`config.mk`:
```
export PLATFORM = sky130hd
export DESIGN_NAME = gauge_frame_to_display_commands
export DESIGN_NICKNAME = d
export VERILOG_FILES = /design/src/gfd_pkg.sv /design/src/gfd_front.sv /design/src/gfd_queue.sv /design/src/gfd_back.sv /design/src/gauge_frame_to_display_commands.sv
export SDC_FILE = /design/constraint.sdc
export NUM_CORES = 1
export LEC_CHECK = 0
export BUFFER_PORTS_ARGS = -buffer_cell sky130_fd_sc_hd__clkbuf_2
export CORE_MARGIN = 3
export CORE_UTILIZATION = 60
export DETAILED_ROUTE_END_ITERATION = 6
export GPL_ROUTABILITY_DRIVEN = 1
export HOLD_SLACK_MARGIN = 0.15
export PLACE_DENSITY = 0.79
export SYNTH_ARGS = -nofsm -noshare
export SYNTH_HDL_FRONTEND = slang
export SYNTH_HIERARCHICAL = 1
export SYNTH_SLANG_ARGS = --single-unit
export TNS_END_PERCENT = 20
```
`constraint.sdc`:
```
create_clock -name clk -period 4 [get_ports clk]
set_input_delay 0.6 -clock clk [delete_from_list [all_inputs] [get_ports clk]]
set_output_delay 0.6 -clock clk [all_outputs]
set_load 0.05 [all_outputs]
```
`src/gfd_pkg.sv`:
```
// ----------------------------------------------------------------------------
// gfd_pkg
// shared types, command codes and the decimal conversion step for the
// gauge frame to display command block
// ----------------------------------------------------------------------------
package gfd_pkg;

  localparam logic [7:0] SYNC_BYTE  = 8'hFF;
  localparam logic [7:0] CMD_CLEAR  = 8'h76;
  localparam logic [7:0] CMD_CURSOR = 8'h79;
  localparam logic [7:0] CMD_BRIGHT = 8'h7A;
  localparam logic [7:0] CMD_HOME   = 8'h00;
  localparam logic [7:0] CMD_RESET  = 8'hFF;
  localparam logic [3:0] NIBBLE_MASK = 4'hF;

  // bit positions of the pending flags
  localparam int PEND_RPM = 0;
  localparam int PEND_MPH = 1;
  localparam int PEND_CMD = 2;

  // item kinds on the input
  localparam logic FUNC_BYTE = 1'b0;
  localparam logic FUNC_TICK = 1'b1;

  // display ports
  localparam logic PORT_ROAD   = 1'b0;
  localparam logic PORT_ENGINE = 1'b1;

  // one refresh burst, snapshot taken at the tick
  typedef struct packed {
    logic [2:0]  flags;
    logic [15:0] rpm;
    logic [15:0] mph;
    logic [7:0]  cmd;
  } job_t;

  // queue status towards both sides
  typedef struct packed {
    logic full;
    logic empty;
  } q_stat_t;

  // one shift-and-add-3 step: bits 35:16 hold five bcd digits, 15:0 the binary
  function automatic logic [35:0] dd_step(logic [35:0] x);
    logic [35:0] y;
    y = x;
    for (int i = 0; i < 5; i++) begin
      if (y[16 + 4*i +: 4] >= 4'd5) begin
        y[16 + 4*i +: 4] = y[16 + 4*i +: 4] + 4'd3;
      end
    end
    return {y[34:0], 1'b0};
  endfunction

endpackage

```
`src/gfd_front.sv`:
```
// ----------------------------------------------------------------------------
// gfd_front
// frame decoder: tracks frame position, holds last values and pending flags,
// queues a refresh job on each tick with something pending
// ----------------------------------------------------------------------------
module gfd_front (
  input  logic          clk,
  input  logic          rst,
  input  logic          s_tvalid,
  output logic          s_tready,
  input  logic [7:0]    s_tdata,
  input  logic          s_tuser,
  input  gfd_pkg::q_stat_t q_stat,
  output logic          push,
  output gfd_pkg::job_t push_data
);
  import gfd_pkg::*;

  logic [2:0]  frame_pos;
  logic [7:0]  rpm_low_byte;
  logic [7:0]  mph_low_byte;
  logic [15:0] last_rpm;
  logic [15:0] last_mph;
  logic [7:0]  last_cmd;
  logic [2:0]  pending_flags;
  logic        accept;
  logic [15:0] new_val;

  assign s_tready = !q_stat.full;
  assign accept   = s_tvalid && s_tready;
  assign push     = accept && (s_tuser == FUNC_TICK) && (pending_flags != 3'd0);

  assign push_data.flags = pending_flags;
  assign push_data.rpm   = last_rpm;
  assign push_data.mph   = last_mph;
  assign push_data.cmd   = last_cmd;

  always_comb begin
    new_val = (frame_pos == 3'd1) ? {s_tdata, rpm_low_byte} : {s_tdata, mph_low_byte};
  end

  always_ff @(posedge clk) begin
    if (rst) begin
      frame_pos     <= 3'd0;
      rpm_low_byte  <= 8'd0;
      mph_low_byte  <= 8'd0;
      last_rpm      <= 16'd0;
      last_mph      <= 16'd0;
      last_cmd      <= CMD_RESET;
      pending_flags <= 3'd0;
    end else if (accept) begin
      if (s_tuser == FUNC_TICK) begin
        pending_flags <= 3'd0;
      end else if (s_tdata == SYNC_BYTE) begin
        frame_pos    <= 3'd0;
        rpm_low_byte <= 8'd0;
        mph_low_byte <= 8'd0;
      end else begin
        unique case (frame_pos)
          3'd0: begin
            rpm_low_byte <= s_tdata;
            frame_pos    <= 3'd1;
          end
          3'd1: begin
            if (new_val != last_rpm) begin
              last_rpm                <= new_val;
              pending_flags[PEND_RPM] <= 1'b1;
              rpm_low_byte            <= 8'd0;
            end
            frame_pos <= 3'd2;
          end
          3'd2: begin
            mph_low_byte <= s_tdata;
            frame_pos    <= 3'd3;
          end
          3'd3: begin
            if (new_val != last_mph) begin
              last_mph                <= new_val;
              pending_flags[PEND_MPH] <= 1'b1;
              mph_low_byte            <= 8'd0;
            end
            frame_pos <= 3'd4;
          end
          3'd4: begin
            if (s_tdata != last_cmd) begin
              last_cmd                <= s_tdata;
              pending_flags[PEND_CMD] <= 1'b1;
            end
            frame_pos <= 3'd5;
          end
          default: begin
          end
        endcase
      end
    end
  end

endmodule

```
`src/gfd_queue.sv`:
```
// ----------------------------------------------------------------------------
// gfd_queue
// two-entry job queue between the decoder and the command sequencer
// ----------------------------------------------------------------------------
module gfd_queue (
  input  logic             clk,
  input  logic             rst,
  input  logic             push,
  input  gfd_pkg::job_t    push_data,
  input  logic             pop,
  output gfd_pkg::job_t    pop_data,
  output gfd_pkg::q_stat_t q_stat
);
  import gfd_pkg::*;

  job_t       entry [2];
  logic       wr_ptr;
  logic       rd_ptr;
  logic [1:0] count;

  assign pop_data     = entry[rd_ptr];
  assign q_stat.full  = (count == 2'd2);
  assign q_stat.empty = (count == 2'd0);

  always_ff @(posedge clk) begin
    if (push) begin
      entry[wr_ptr] <= push_data;
    end
  end

  always_ff @(posedge clk) begin
    if (rst) begin
      wr_ptr <= 1'b0;
      rd_ptr <= 1'b0;
      count  <= 2'd0;
    end else begin
      if (push) begin
        wr_ptr <= !wr_ptr;
      end
      if (pop) begin
        rd_ptr <= !rd_ptr;
      end
      unique case ({push, pop})
        2'b10:   count <= count + 2'd1;
        2'b01:   count <= count - 2'd1;
        default: count <= count;
      endcase
    end
  end

endmodule

```
`src/gfd_back.sv`:
```
// ----------------------------------------------------------------------------
// gfd_back
// command sequencer: converts both values to decimal, then plays out the
// display command bytes through an output register
// ----------------------------------------------------------------------------
module gfd_back (
  input  logic             clk,
  input  logic             rst,
  input  gfd_pkg::q_stat_t q_stat,
  input  gfd_pkg::job_t    pop_data,
  output logic             pop,
  output logic             m_tvalid,
  input  logic             m_tready,
  output logic [7:0]       m_tdata,
  output logic             m_tuser,
  output logic             m_tlast
);
  import gfd_pkg::*;

  localparam logic [1:0] ST_IDLE = 2'd0;
  localparam logic [1:0] ST_CONV = 2'd1;
  localparam logic [1:0] ST_EMIT = 2'd2;

  localparam logic [1:0] SEG_RPM = 2'd0;
  localparam logic [1:0] SEG_MPH = 2'd1;
  localparam logic [1:0] SEG_CMD = 2'd2;

  logic [1:0]  state;
  logic [2:0]  conv_cnt;
  logic [1:0]  seg;
  logic [3:0]  step;
  job_t        job;
  logic [35:0] rpm_dd;
  logic [35:0] mph_dd;

  logic        can_load;
  logic [15:0] val;
  logic [15:0] bcd;
  logic [2:0]  count;
  logic [3:0]  count_w;
  logic [1:0]  pos;
  logic [1:0]  digit_idx;
  logic [3:0]  digit_off;
  logic [7:0]  byte_val;
  logic        port_val;
  logic        seg_end;
  logic        has_next;
  logic [1:0]  next_seg;
  logic [1:0]  first_seg;

  assign can_load = !m_tvalid || m_tready;
  assign pop      = (state == ST_IDLE) && !q_stat.empty;

  always_comb begin
    priority if (pop_data.flags[PEND_RPM]) first_seg = SEG_RPM;
    else if (pop_data.flags[PEND_MPH])     first_seg = SEG_MPH;
    else                                    first_seg = SEG_CMD;
  end

  always_comb begin
    val = (seg == SEG_RPM) ? job.rpm : job.mph;
    bcd = (seg == SEG_RPM) ? rpm_dd[31:16] : mph_dd[31:16];
    priority if (val >= 16'd1000) count = 3'd4;
    else if (val >= 16'd100)      count = 3'd3;
    else if (val >= 16'd10)       count = 3'd2;
    else                          count = 3'd1;
    count_w   = {1'b0, count};
    pos       = 2'(3'd4 - count);
    digit_off = count_w + 4'd2 - step;
    digit_idx = digit_off[1:0];

    if (seg == SEG_CMD) begin
      byte_val = step[0] ? job.cmd : CMD_BRIGHT;
      port_val = (step < 4'd2) ? PORT_ENGINE : PORT_ROAD;
      seg_end  = (step == 4'd3);
    end else begin
      port_val = (seg == SEG_RPM) ? PORT_ENGINE : PORT_ROAD;
      seg_end  = (step == count_w + 4'd4);
      priority if (step == 4'd0)       byte_val = CMD_CLEAR;
      else if (step == 4'd1)           byte_val = CMD_CURSOR;
      else if (step == 4'd2)           byte_val = {6'd0, pos};
      else if (step < count_w + 4'd3)  byte_val = {4'd0, bcd[4*digit_idx +: 4] & NIBBLE_MASK};
      else if (step == count_w + 4'd3) byte_val = CMD_CURSOR;
      else                             byte_val = CMD_HOME;
    end

    unique case (seg)
      SEG_RPM: begin
        has_next = job.flags[PEND_MPH] || job.flags[PEND_CMD];
        next_seg = job.flags[PEND_MPH] ? SEG_MPH : SEG_CMD;
      end
      SEG_MPH: begin
        has_next = job.flags[PEND_CMD];
        next_seg = SEG_CMD;
      end
      default: begin
        has_next = 1'b0;
        next_seg = SEG_CMD;
      end
    endcase
  end

  always_ff @(posedge clk) begin
    if (pop) begin
      job    <= pop_data;
      rpm_dd <= {20'd0, pop_data.rpm};
      mph_dd <= {20'd0, pop_data.mph};
    end else if (state == ST_CONV) begin
      rpm_dd <= dd_step(dd_step(rpm_dd));
      mph_dd <= dd_step(dd_step(mph_dd));
    end
  end

  always_ff @(posedge clk) begin
    if ((state == ST_EMIT) && can_load) begin
      m_tdata <= byte_val;
      m_tuser <= port_val;
      m_tlast <= seg_end && !has_next;
    end
  end

  always_ff @(posedge clk) begin
    if (rst) begin
      state    <= ST_IDLE;
      conv_cnt <= 3'd0;
      seg      <= SEG_RPM;
      step     <= 4'd0;
      m_tvalid <= 1'b0;
    end else begin
      if ((state == ST_EMIT) && can_load) begin
        m_tvalid <= 1'b1;
      end else if (m_tready) begin
        m_tvalid <= 1'b0;
      end
      unique case (state)
        ST_IDLE: begin
          if (pop) begin
            state    <= ST_CONV;
            conv_cnt <= 3'd0;
            seg      <= first_seg;
            step     <= 4'd0;
          end
        end
        ST_CONV: begin
          conv_cnt <= conv_cnt + 3'd1;
          if (conv_cnt == 3'd7) begin
            state <= ST_EMIT;
          end
        end
        ST_EMIT: begin
          if (can_load) begin
            if (seg_end) begin
              step <= 4'd0;
              if (has_next) begin
                seg <= next_seg;
              end else begin
                state <= ST_IDLE;
              end
            end else begin
              step <= step + 4'd1;
            end
          end
        end
        default: begin
          state <= ST_IDLE;
        end
      endcase
    end
  end

endmodule

```
`src/gauge_frame_to_display_commands.sv`:
```
// ----------------------------------------------------------------------------
// gauge_frame_to_display_commands
// decodes gauge frames from received bytes and, on refresh ticks, sends
// seven-segment command bursts to the engine and road speed displays
// ----------------------------------------------------------------------------
//  channel | dir | tdata             | tuser               | tlast
//  s_*     | in  | rx_byte [7:0]     | func (0 byte, 1 tick)| -
//  m_*     | out | data_byte [7:0]   | port (0 road, 1 eng) | last of burst
//
//  bytes are taken one per cycle while the job queue has room and never produce output
//  a tick with something pending is taken like a byte and queues a job;
//  the sequencer then loads the job, runs the decimal conversion (two bits
//  a cycle) and plays out the command bytes, up to 22
//  s_tready drops only while both job queue slots are full; m_tready stalls
//  hold the output register and the sequencer, not the decoder
//  synchronous active-high reset clears frame state, pending flags and queue
// ----------------------------------------------------------------------------
module gauge_frame_to_display_commands (
  input  logic       clk,
  input  logic       rst,
  input  logic       s_tvalid,
  output logic       s_tready,
  input  logic [7:0] s_tdata,   // rx_byte [7:0]
  input  logic       s_tuser,   // func [0]
  output logic       m_tvalid,
  input  logic       m_tready,
  output logic [7:0] m_tdata,   // data_byte [7:0]
  output logic       m_tuser,   // port [0]
  output logic       m_tlast
);
  import gfd_pkg::*;

  // front to queue
  logic    push;
  job_t    push_data;
  // queue to back
  logic    pop;
  job_t    pop_data;
  q_stat_t q_stat;

  // frame decoder and pending tracking
  gfd_front u_front (
    .clk       (clk),
    .rst       (rst),
    .s_tvalid  (s_tvalid),
    .s_tready  (s_tready),
    .s_tdata   (s_tdata),
    .s_tuser   (s_tuser),
    .q_stat    (q_stat),
    .push      (push),
    .push_data (push_data)
  );

  // snapshot of the values at each tick, so later frames cannot disturb a burst
  gfd_queue u_queue (
    .clk       (clk),
    .rst       (rst),
    .push      (push),
    .push_data (push_data),
    .pop       (pop),
    .pop_data  (pop_data),
    .q_stat    (q_stat)
  );

  // decimal conversion and byte sequencing
  gfd_back u_back (
    .clk      (clk),
    .rst      (rst),
    .q_stat   (q_stat),
    .pop_data (pop_data),
    .pop      (pop),
    .m_tvalid (m_tvalid),
    .m_tready (m_tready),
    .m_tdata  (m_tdata),
    .m_tuser  (m_tuser),
    .m_tlast  (m_tlast)
  );

`ifndef SYNTHESIS
  // a job is never written into a full queue
  a_no_overflow: assert property (@(posedge clk) disable iff (rst)
    push |-> !q_stat.full)
    else $error("job pushed into full queue");

  // the sequencer only takes a job that is there
  a_no_underflow: assert property (@(posedge clk) disable iff (rst)
    pop |-> !q_stat.empty)
    else $error("job popped from empty queue");

  // a queued job with nothing to send would still play out the brightness commands
  a_job_nonempty: assert property (@(posedge clk) disable iff (rst)
    push |-> (push_data.flags != 3'd0))
    else $error("empty job queued");

  // nothing comes out right after reset
  a_reset_quiet: assert property (@(posedge clk)
    rst |=> !m_tvalid)
    else $error("output valid after reset");
`endif

endmodule

```
==> results list <==
- The flow ran to the end, and the final reports show no timing, DRC or antenna violations.
* Clock tree from TritonCTS: built
* Area of the multi-input gates: 0.00572 sq mm
- 0 antenna diodes ended up in the layout.
- Dividing the detail-routed wire length by the instance count gives 19.2 um.
- Compared with the post-synthesis result, the final layout area differs by 9.03%.
- The worst setup path is launched from a register.
- The first TritonRoute pass finished after 5 iterations.
- The clock arrives with 0.00835 ns of skew.
- In this run the horizontal extent of the chip is 156 um.
* Least setup slack across all paths after layout: 0.470 ns
- VDD sags by at most 0.378 mV.
- Summed over all nets, the half-perimeter wirelength after detailed placement is 18.8 mm.
* Rel. slew slack: 0.245
- After routing the design area is 0.0147 sq mm.
- Max FO, Critical Path: 11
- Total chip power: 9.84 mW
- Most frequent cells in the layout: edfxtp_1 (168), dfxtp_1 (110), mux2_2 (83)
- Switching Share: 0.333
* Kind of critical path: register to register
- Insertion delay to the later sink of the worst-skew pair: 0.53 ns
- Number of antenna violations at the first check in global routing: 0
* Sequential fraction of the synthesis area: 0.540
* Critical Path, Cell by Cell: or2_1 -> buf_4 -> a31oi_1 -> o32a_1 -> o21a_1 -> inv_1 -> ha_1 -> ha_1 -> nor2b_1 -> o21ai_0 -> a21oi_1 -> nor2_1 -> o211ai_1 -> a21oi_1 -> or3_1
- Final Hold Violating Endpoints: 0
- In the final layout, the share of cells above drive strength 1 is 0.175.
- For this block, the initial DRC count from the detailed router was 735.
- Total GRT Usage: 0.229
- Once layout is complete, the cells apart from fillers number 1448.
- Pin count of the biggest net entering global routing: 44
- Post-synthesis register bit count: 279
- Flop pwr share: 0.415
* Beginning of the worst register-to-register path: u_back/seg[1]
- Std-Cell Core Area: 0.0220 sq mm
- EDFF count, synth: 168
- Count of unique library cells instantiated by Yosys: 72
- After clock tree synthesis, the setup repair step added 0 buffers.
* Total of warnings raised by yosys: 6
- Hold timing on the final database bottoms out at a slack of 0.386 ns.
* Arrival time at the worst endpoint: 3.81 ns
* Most common cell after layout, fill and taps aside: edfxtp_1
- The longest clock path from root to sink contains 3 buffers.
* Synth async-reset ratio: 0
- On the worst path, the slowest cell contributes a delay of 0.42 ns.
- During I/O placement, the number of pins put on the boundary was 25.
- CTS HTree Levels: 1
- Buffer type at the clock tree root: clkbuf_16
- In this run the mean area of a mapped cell was 11.9 sq um.
* Critical path data required time: 4.28 ns
- The number of pins exceeding their max-slew limit in the final report was 0.
- The share of total power dissipated in the clock network is 0.250.
* Internal Power: 6.56 mW
- Least-Margin Pin Slew: 1.13 ns
- CP endpoint kind: register
- Prior to clock tree synthesis, the placed netlist has a worst setup slack of 0.466 ns.
- Syn Inst Count: 1129
- The mapped netlist covers 0.0135 sq mm.
- Summed over all cells, the static leakage comes to 5.26 nW.
- Net load switching power: 3.28 mW
* # clock sinks: 279
* Highest achievable clock rate: 283 MHz
- Post-cts repair resize count: 0
* Die H: 156 um
- Registers take 0.00727 sq mm.
* Post-detailed-placement cell area: 0.0138 sq mm
- Ratio of routed vias to standard cells: 5.99
- In the synthesized netlist the dominant register cell turns out to be edfxtp_1.
- The congestion estimate from routability-driven global placement came to 0.900.
* Final global-route overflow total: 0
- Worst-case reg-to-reg path depth: 15
- The initial utilization of the core area, before any placement, comes to 0.613.
- The number of nets handed over by synthesis was 1186.
* Number of nets in the finished design: 1205
* Final period demand of the worst path: 3.53 ns
- Count of unresolved DRC violations after routing: 0
- Vias in the first global route: 8360
- The number of hold buffers added after CTS was 0.
* Number of fill cells in the layout: 1583
* Setup repair after global routing missed its margin: no
- Share of the cycle needed by the critical path after routing: 0.882
- Measured on the finished design, the core utilization comes to 0.669.
* Final setup violation count: 0
* Placement Rows: 54
- The routed design has 27.8 mm of wire.
- The path class of the tightest hold or removal check is primary input to register.
- Share of total power in combinational logic: 0.336
- Slowest stage cell on the critical path: dfxtp_1
- Once placement completed, the tool counted placed cells totaling 1399.
- Max-cap violations in this run came to 0.
* Quantity of I/O buffers inserted on ports: 24
* Worst reg2reg path endpoint: u_back/m_tdata[0]
- Number of vias in the routed layout: 8667
- After clock tree synthesis, the clock-pin slew on the worst setup and hold paths is 0.06 ns.
- Global-route wire length before repair: 44.7 mm
- TritonCTS buffer count: 27
* Sum Neg Setup Slack: 0 ns
* Antenna-violating nets left: 0
- The die covers 0.0243 sq mm.
- The worst register-to-register path has a setup slack of 0.47 ns.
- Hold path startpoint: m_tready
* Destination of the critical timing path: u_back/m_tdata[0]
* PwrDens: 670 mW/mm^2
* Startpoint of the most critical setup path: u_back/seg[1]
-- kinds of logic (layout without fill, tap and decap cells) --
logic type                 after synthesis  after routing  share of synthesized area
and+or+nand+nor                        271            271                      0.111
AOI/OAI and AO/OA                      212            212                      0.105
DFF                                    279            279                      0.540
muxes                                  151            151                      0.129
adders and majority gates               44             44                     0.0409
other                                    1              1                   0.000278
xor gates and xnor gates                57             57                     0.0371
buffers and inverters                  114            153                     0.0370
-- state kept, by name (all words and copies together), names as in the netlist, 16 cells and up, named ones only --
| register | count |
|---|---|
| u_back/job | 40 |
| u_back/mph_dd | 32 |
| u_back/rpm_dd | 32 |
| u_front/last_mph | 16 |
| u_front/last_rpm | 16 |
| u_queue/entry | 86 |
-- layer usage --
metal / part of all wire / vias up / wire, um / GRT usage
met1: 0.44 / 4217 / 12200 / 0.312
met5: 0 / - / 0 / 0
met4: 0.029 / 0 / 797 / 0.0723
met2: 0.48 / 237 / 13400 / 0.383
li1: - / 4154 / - / -
met3: 0.048 / 59 / 1330 / 0.0316
-- power groups by stage --
stage                     clock (mW)  combinational [mW]  sequential (mW)
after global placement             0                3.17             4.11
after floorplan                    0                2.67             3.96
after detailed placement           0                3.27             4.13
after global routing            2.64                3.68             4.13
final                           2.46                3.30             4.08
after CTS                       2.50                3.31             4.08
-- layout make-up --
class                   instances  share of cell area
clock buffers                  37              0.0519
clock inverters                12             0.00639
inverters                      61              0.0156
multi-input cells             736               0.389
flip-flops and latches        279               0.495
well taps                     280              0.0239
repair buffers                 43              0.0179
-- how the worst min path moves through the flow --
stage | end | slack (ns) | depth (start not counted)
after floorplan | u_back/mph_dd[16] | 0.42 | 2
after global placement | u_back/rpm_dd[16] | 0.46 | 2
after detailed placement | u_front/mph_low_byte[7] | 0.47 | 2
after CTS | u_back/m_tvalid | 0.38 | 3
after global routing | u_back/m_tvalid | 0.39 | 3
final | u_back/m_tvalid | 0.39 | 3
-- cells in the mapped netlist, types with 38 or more instances --
cell type	n	area [sq um]
dfxtp_1	111	2220
edfxtp_1	168	5040
a21oi_1	68	340
nand2b_1	60	375
ha_1	44	551
mux2_2	83	935
mux2i_1	58	581
nor2_1	55	206
nand2_1	50	188
inv_1	60	225
xnor2_1	43	377
o21ai_0	38	190
-- critical path, delay by kind of cell, from the launching register on --
| family | cells | cell delay, ns |
|---|---|---|
| AO/OA/AOI/OAI | 7 | 1.07 |
| adder cells (fa/ha/maj) | 2 | 0.61 |
| flip-flops | 1 | 0.42 |
| buffers and inverters | 2 | 0.29 |
| AND/OR/NAND/NOR | 4 | 0.86 |
(Power assumes the default switching activity.)
